## src/paik_pkg.sv

```systemverilog
package paik_pkg;

    // CORDIC depth, limited by the arctangent table
    localparam int CORDIC_STAGES = 16;
    localparam int ATAN_ENTRIES  = 24;
    localparam int CORDIC_EFF    = (CORDIC_STAGES < ATAN_ENTRIES) ? CORDIC_STAGES : ATAN_ENTRIES;
    localparam int COR_LAT       = CORDIC_EFF + 1;

    // datapath widths
    localparam int CW         = 48;          // CORDIC vector width
    localparam int AW         = 26;          // angle accumulator, Q16 degrees
    localparam int ISQ_IN_W   = 52;          // square root radicand
    localparam int ISQ_STAGES = ISQ_IN_W / 2;

    // geometry, Q8 cm and Q16 cm^2
    localparam int X_MIN     = 21 * 256;
    localparam int X_MAX     = 46 * 256;
    localparam int WRIST_LEN = 19 * 256;
    localparam int REACH_SQ  = 729 * 65536;
    localparam int D_Q16     = 364 * 65536;
    localparam int N_OFF     = 365 * 65536;
    localparam int K1_BASE   = 13 * D_Q16;

    // angle constants, Q16 degrees
    localparam int DEG90     = 5898240;
    localparam int ELBOW_OFF = 150 * 65536;
    localparam int WRIST_OFF = 60 * 65536;

    // divide by ten: floor(a * RECIP10 >> RECIP_SH), exact below 699050
    localparam int RECIP10  = 419431;
    localparam int RECIP_SH = 22;

    // arctan(2^-i) in Q16 degrees
    function automatic logic [21:0] atan_q16(input int i);
        logic [21:0] r;
        case (i)
            0:       r = 22'd2949120;
            1:       r = 22'd1740967;
            2:       r = 22'd919879;
            3:       r = 22'd466945;
            4:       r = 22'd234379;
            5:       r = 22'd117304;
            6:       r = 22'd58666;
            7:       r = 22'd29335;
            8:       r = 22'd14668;
            9:       r = 22'd7334;
            10:      r = 22'd3667;
            11:      r = 22'd1833;
            12:      r = 22'd917;
            13:      r = 22'd458;
            14:      r = 22'd229;
            15:      r = 22'd115;
            16:      r = 22'd57;
            17:      r = 22'd29;
            18:      r = 22'd14;
            19:      r = 22'd7;
            20:      r = 22'd4;
            21:      r = 22'd2;
            22:      r = 22'd1;
            default: r = 22'd0;
        endcase
        return r;
    endfunction

endpackage

```

## src/paik_isqrt.sv

```systemverilog
// Pipelined integer square root, one result bit per stage
module paik_isqrt
    import paik_pkg::*;
(
    input  logic                  clk,
    input  logic                  en,
    input  logic [ISQ_IN_W-1:0]   rad,
    output logic [ISQ_STAGES-1:0] root
);

    localparam int RW = ISQ_STAGES + 1;

    logic [RW-1:0]         rem_reg  [ISQ_STAGES];
    logic [ISQ_STAGES-1:0] root_reg [ISQ_STAGES];
    logic [ISQ_IN_W-1:0]   rad_reg  [ISQ_STAGES];

    genvar k;
    generate
        for (k = 0; k < ISQ_STAGES; k++)
        begin : g_stage
            logic [RW-1:0]         rem_in;
            logic [ISQ_STAGES-1:0] root_in;
            logic [ISQ_IN_W-1:0]   rad_in;
            logic [RW+1:0]         rem_sh;
            logic [RW+1:0]         trial;
            logic [RW+1:0]         diff;
            logic                  ge;

            if (k == 0)
            begin : g_first
                assign rem_in  = '0;
                assign root_in = '0;
                assign rad_in  = rad;
            end
            else
            begin : g_next
                assign rem_in  = rem_reg[k-1];
                assign root_in = root_reg[k-1];
                assign rad_in  = rad_reg[k-1];
            end

            // bring down two bits, try root*4+1
            assign rem_sh = {rem_in, rad_in[ISQ_IN_W-1 -: 2]};
            assign trial  = {1'b0, root_in, 2'b01};
            assign ge     = (rem_sh >= trial);
            assign diff   = rem_sh - trial;

            always_ff @(posedge clk)
            begin
                if (en)
                begin
                    rem_reg[k]  <= ge ? diff[RW-1:0] : rem_sh[RW-1:0];
                    root_reg[k] <= {root_in[ISQ_STAGES-2:0], ge};
                    rad_reg[k]  <= {rad_in[ISQ_IN_W-3:0], 2'b00};
                end
            end
        end
    endgenerate

    assign root = root_reg[ISQ_STAGES-1];

endmodule

```

## config.mk

```make
export PLATFORM = sky130hd
export DESIGN_NAME = paik_isqrt
export DESIGN_NICKNAME = d
export VERILOG_FILES = /design/src/paik_pkg.sv /design/src/paik_isqrt.sv
export SDC_FILE = /design/constraint.sdc
export NUM_CORES = 2
export LEC_CHECK = 0
export BUFFER_PORTS_ARGS = -buffer_cell sky130_fd_sc_hd__buf_2
export CAP_MARGIN = 20
export CORE_UTILIZATION = 64
export CTS_CLUSTER_SIZE = 40
export DETAILED_ROUTE_END_ITERATION = 6
export GPL_ROUTABILITY_DRIVEN = 0
export MAX_ROUTING_LAYER = met4
export PLACE_DENSITY = 0.8
export REMOVE_ABC_BUFFERS = 1
export SYNTH_ARGS = -nofsm -noshare
export SYNTH_HDL_FRONTEND = slang
export SYNTH_SLANG_ARGS = --single-unit
```

## constraint.sdc

```tcl
create_clock -name clk -period 4.4 [get_ports clk]
set_input_delay 0 -clock clk [delete_from_list [all_inputs] [get_ports clk]]
set_output_delay 0 -clock clk [all_outputs]
set_load 0.05 [all_outputs]
```

# Word-level counts from Yosys, hierarchy flattened

Memory sizes are Yosys's and may differ from the RTL's.
Index checks and enable logic that the tools add are counted.

Register bits after elaboration: 0
Latch bits: 0
Memory bits (writable): 2,678
Memory bits (read-only): 0
Input port bits: 54
Output and inout bits: 26
Word-level logic and storage cells: 83
Memories kept: 3

Memory list:

| memory   | depth | bits a word | read ports | clocked after Yosys merged registers in | write ports | line             | text |
|---|---|---|---|---|---|---|---|
| rad_reg  | 26    | 50          | 25         | 0                                       | 26          | paik_isqrt.sv:15 | `logic [ISQ_IN_W-1:0] rad_reg [ISQ_STAGES];` |
| rem_reg  | 26    | 27          | 25         | 0                                       | 26          | paik_isqrt.sv:13 | `logic [RW-1:0] rem_reg [ISQ_STAGES];` |
| root_reg | 26    | 26          | 26         | 0                                       | 26          | paik_isqrt.sv:14 | `logic [ISQ_STAGES-1:0] root_reg [ISQ_STAGES];` |

Add/sub/neg operators: 26
Multipliers: 0
Div/mod/pow operators: 0
Order comparisons: 26
Equality and inequality tests: 0
Shift-type cells: 0
Multiplexer cells: 28
Bitwise logic cells: 0
Reductions and logical operators: 0

Operators with widths:

| operator            | number |
|---|---|
| $ge 29x28->1        | 25 |
| $mux 27             | 26 |
| $sub 27x27->27      | 25 |
| $sub 2x1->3 const B | 1 |
| $ge 2x1->1 const B  | 1 |
| $mux 1              | 2 |

# Logic depth before layout (Yosys ltp)

An unclocked memory read counts as a cell.

Word-level depth: 3
Depth in mapped cells: 14
Depth with buffers taken out: 11

# Worst setup path before layout

No wires, ideal clock.

Kind: register to register
Start point: memory rem_reg[1][55] (netlist bit)
End point: memory rem_reg[1][100] (netlist bit) (data pin)
Library setup time: 0.260 ns
Data arrival time: 2.849 ns
Data required time: 4.140 ns
Setup slack: 1.291 ns
Stages on the path, launching flop included: 11
Path buffers: 1
Period minus slack after synthesis: 3.109 ns
Cell sequence: edfxtp_1 > ha_1 > a21oi_1 > a21oi_1 > or3_1 > a211o_1 > a21oi_1 > nor2_1 > nor3_1 > buf_2 > mux2_2

RTL lines:

| element         | line |
|---|---|
| start, declared | paik_isqrt.sv:13 |

==> results by group <==
Floorplan
  – Io pins: 80
  – DIE WIDTH: roughly 350 um
  – Die area: 121000 sq um
  – CORE AREA: around 120000 sq um
  – Row count: 126
  – Initial Util: about two thirds
  – Die span in y: around 350 um

STA
  – Max Freq: 272 MHz
  – Tcrit/Tclk final: 83.5%
  – Clock skew: between 0.04 and 0.05 ns
  – Fin. max-slew vios: 0
  – Slew @ Worst Pin: roughly 1.2 ns
  – Final setup viols: 0
  – Hold slack final: 0.245 ns
  – RSZ-0062 raised after global routing: no
  – Tmin final: between 3 and 4 ns
  – Max_slew headroom: approximately 22%
  – Hold Fails Final Rpt: 0
  – Setup TNS: 0 ns

Global route
  – First-pass GRT wire length: 238000 um
  – GRT Total Usage: 25.5%
  – Initial antenna violation count: 1
  – Vias in the first global route: 46200
  – GRT overflow: 0
  – Largest net degree at the start of global routing: 139

Finish
  – Number of diodes: 0
  – Max FFs per register: 650
  – Fraction of layout cells with a size suffix above 1: 8.17%
  – Core Util, Final: 72.4%
  – Commonest non-fill, non-tap cell in the layout: edfxtp_1
  – Layout area overhead: 11.8%
  – Fin nets: 6639
  – Finished Cell Area: 85700 sq um
  – Most frequent cells in the layout: edfxtp_1 (1639), inv_1 (464), nand2_1 (385)

Pwr
  – Pwr Density: between 500 and 600 nW/um^2
  – Static leakage: about 33 nW
  – Peak VDD IR: 0.569 mV

Yosys
  – Post-Syn Area: 76700 sq um
  – Synth Flop Type: edfxtp_1
  – Synth top area share: 64.2%
  – Post-synth EDFFs: 1639
  – Yosys warns: 0
  – Asr flop ratio synth: 0%
  – Seq/Total Area, Yosys: 64.2%
  – Syn_area_per_cell: 13.0 sq um
  – Count of cell types in the netlist: a little over 90
  – Seq cells post-synth: about 1600
  – Main area contributors after synthesis: edfxtp_1 (64%), ha_1 (6.2%), xnor2_1 (3.4%)
  – Synth Instances: 5906
  – Synth area leader: edfxtp_1

Detailed routing
  – WL/cell: 18.7 um
  – First drt pass iteration count: 6
  – Post-DRT Antenna Nets: 0
  – Overall routed net length: approximately 150000 um
  – DRT iter0 DRCs: 4384
  – DR vias/cell: around 5.9
  – Via count: 47200
  – Remaining DRCs: 0

Clock network
  – CTS tree: done
  – # clock sinks: 1639
  – Clock buffer depth: 3
  – CTS HTree Levels: 4
  – Root buffer cell: clkbuf_16
  – Worst-path clk slew: around 0.060 ns
  – Gates resized, CTS repair: 0
  – Worst skew pair latency: 0.81 ns
  – CTS buffer count: 163

Setup path
  – Reg2Reg Depth: 9
  – WS Path Type: register to register
  – Critical Path Fanout Max: 9
  – WP data required: 4.96 ns
  – CP arrival: 4.23 ns
  – Crit path capture type: register
  – Crit start category: register

Place
  – Placed Area: 79300 sq um
  – PortBufs: roughly 80
  – Hpwl dp: 101000 um

Min path
  – Hold Path Cell Cnt: 2
  – HP Class: input pin to register

Status
  – Outcome: complete, no violations

Flow run
  – Number of max-cap violations: 0
-- cells by family (layout without fill, tap and decap cells) --
group,count (synthesis),in the layout,share of synthesized area (%)
DFF,1639,1639,64.2
and+or+nand+nor,1573,1573,10.4
AOI/OAI and AO/OA,1167,1167,9.52
buffers and inverters,566,990,2.81
xor gates and xnor gates,506,506,5.78
adders and majority gates,379,379,6.18
muxes,75,75,1.08
other,1,1,0.00489
-- critical path: stages, from the launching register on --
cell,delay (ns)
edfxtp_1,0.43
ha_1,0.38
o21a_1,0.16
o21a_1,0.15
o21ai_0,0.14
a2111oi_0,0.84
o31ai_1,0.34
a211oi_2,0.64
nand3_1,0.19
xnor2_1,0.16
-- where the power goes --
part           switching (mW)  internal (mW)  leakage [nW]
Clock                    5.95           7.95          2.58
Sequential               1.23           19.6          15.7
Combinational            4.71           3.47          14.2
-- worst paths after layout --
kind / from / endpoint / slack (ns)
max: rem_reg[0][189] / rem_reg[0][240] / 0.73
min: en / rad_reg[0][1] / 0.25
max reg2reg: rem_reg[0][189] / rem_reg[0][240] / 0.73
min reg2reg: rad_reg[0][156] / rad_reg[0][208] / 0.40
-- metrics by stage --
stage	setup slack (ns)	instances	total power, mW
after floorplan	-0.617	5807	26.6
after global placement	0.895	7535	28.8
after detailed placement	0.851	7535	29.1
after CTS	0.785	7930	43.1
after global routing	0.469	7930	44.9
final	0.727	7930	43.0
-- synthesized netlist by cell type, drive strengths merged, types with 28 or more instances --
cell type and count:
nand3b 28, and3 35, mux2 63, or3 67
or2 40, o31ai 47, and2 28, o21bai 33
nand2 386, nor2b 61, a211oi 42, a21oi 338
xor2 204, nor2 362, inv 466, nand4 73
clkbuf 78, nor3 132, o21ai 323, o21a 67
nor4 80, edfxtp 1639, xnor2 302, a21o 109
nand3 110, or4 40, ha 379, nand2b 65
-- layer usage --
| layer | up-vias | global-route usage, % | share of wire [%] |
|---|---|---|---|
| li1 | 22600 | - | - |
| met3 | 349 | 3.38 | 5.3 |
| met2 | 1611 | 43.3 | 51 |
| met1 | 22600 | 31.0 | 40 |
| met5 | - | - | 0 |
| met4 | 0 | 9.82 | 3.5 |
-- area by class of cell --
cell class / instances / area (sq um)
clock buffers: 192 / 4190
clock inverters: 97 / 1190
fillers: 7422 / 32700
inverters: 467 / 1760
multi-input cells: 3701 / 25400
flip-flops and latches: 1639 / 49200
well taps: 1600 / 2000
repair buffers: 234 / 2000
-- timing repair --
action / 4_1_cts / 5_1_grt
setup buffers: 0 / 0
hold endpoints to repair: 180 / 0
hold buffers: 106 / 0
Power figures use the tool's default switching activity.
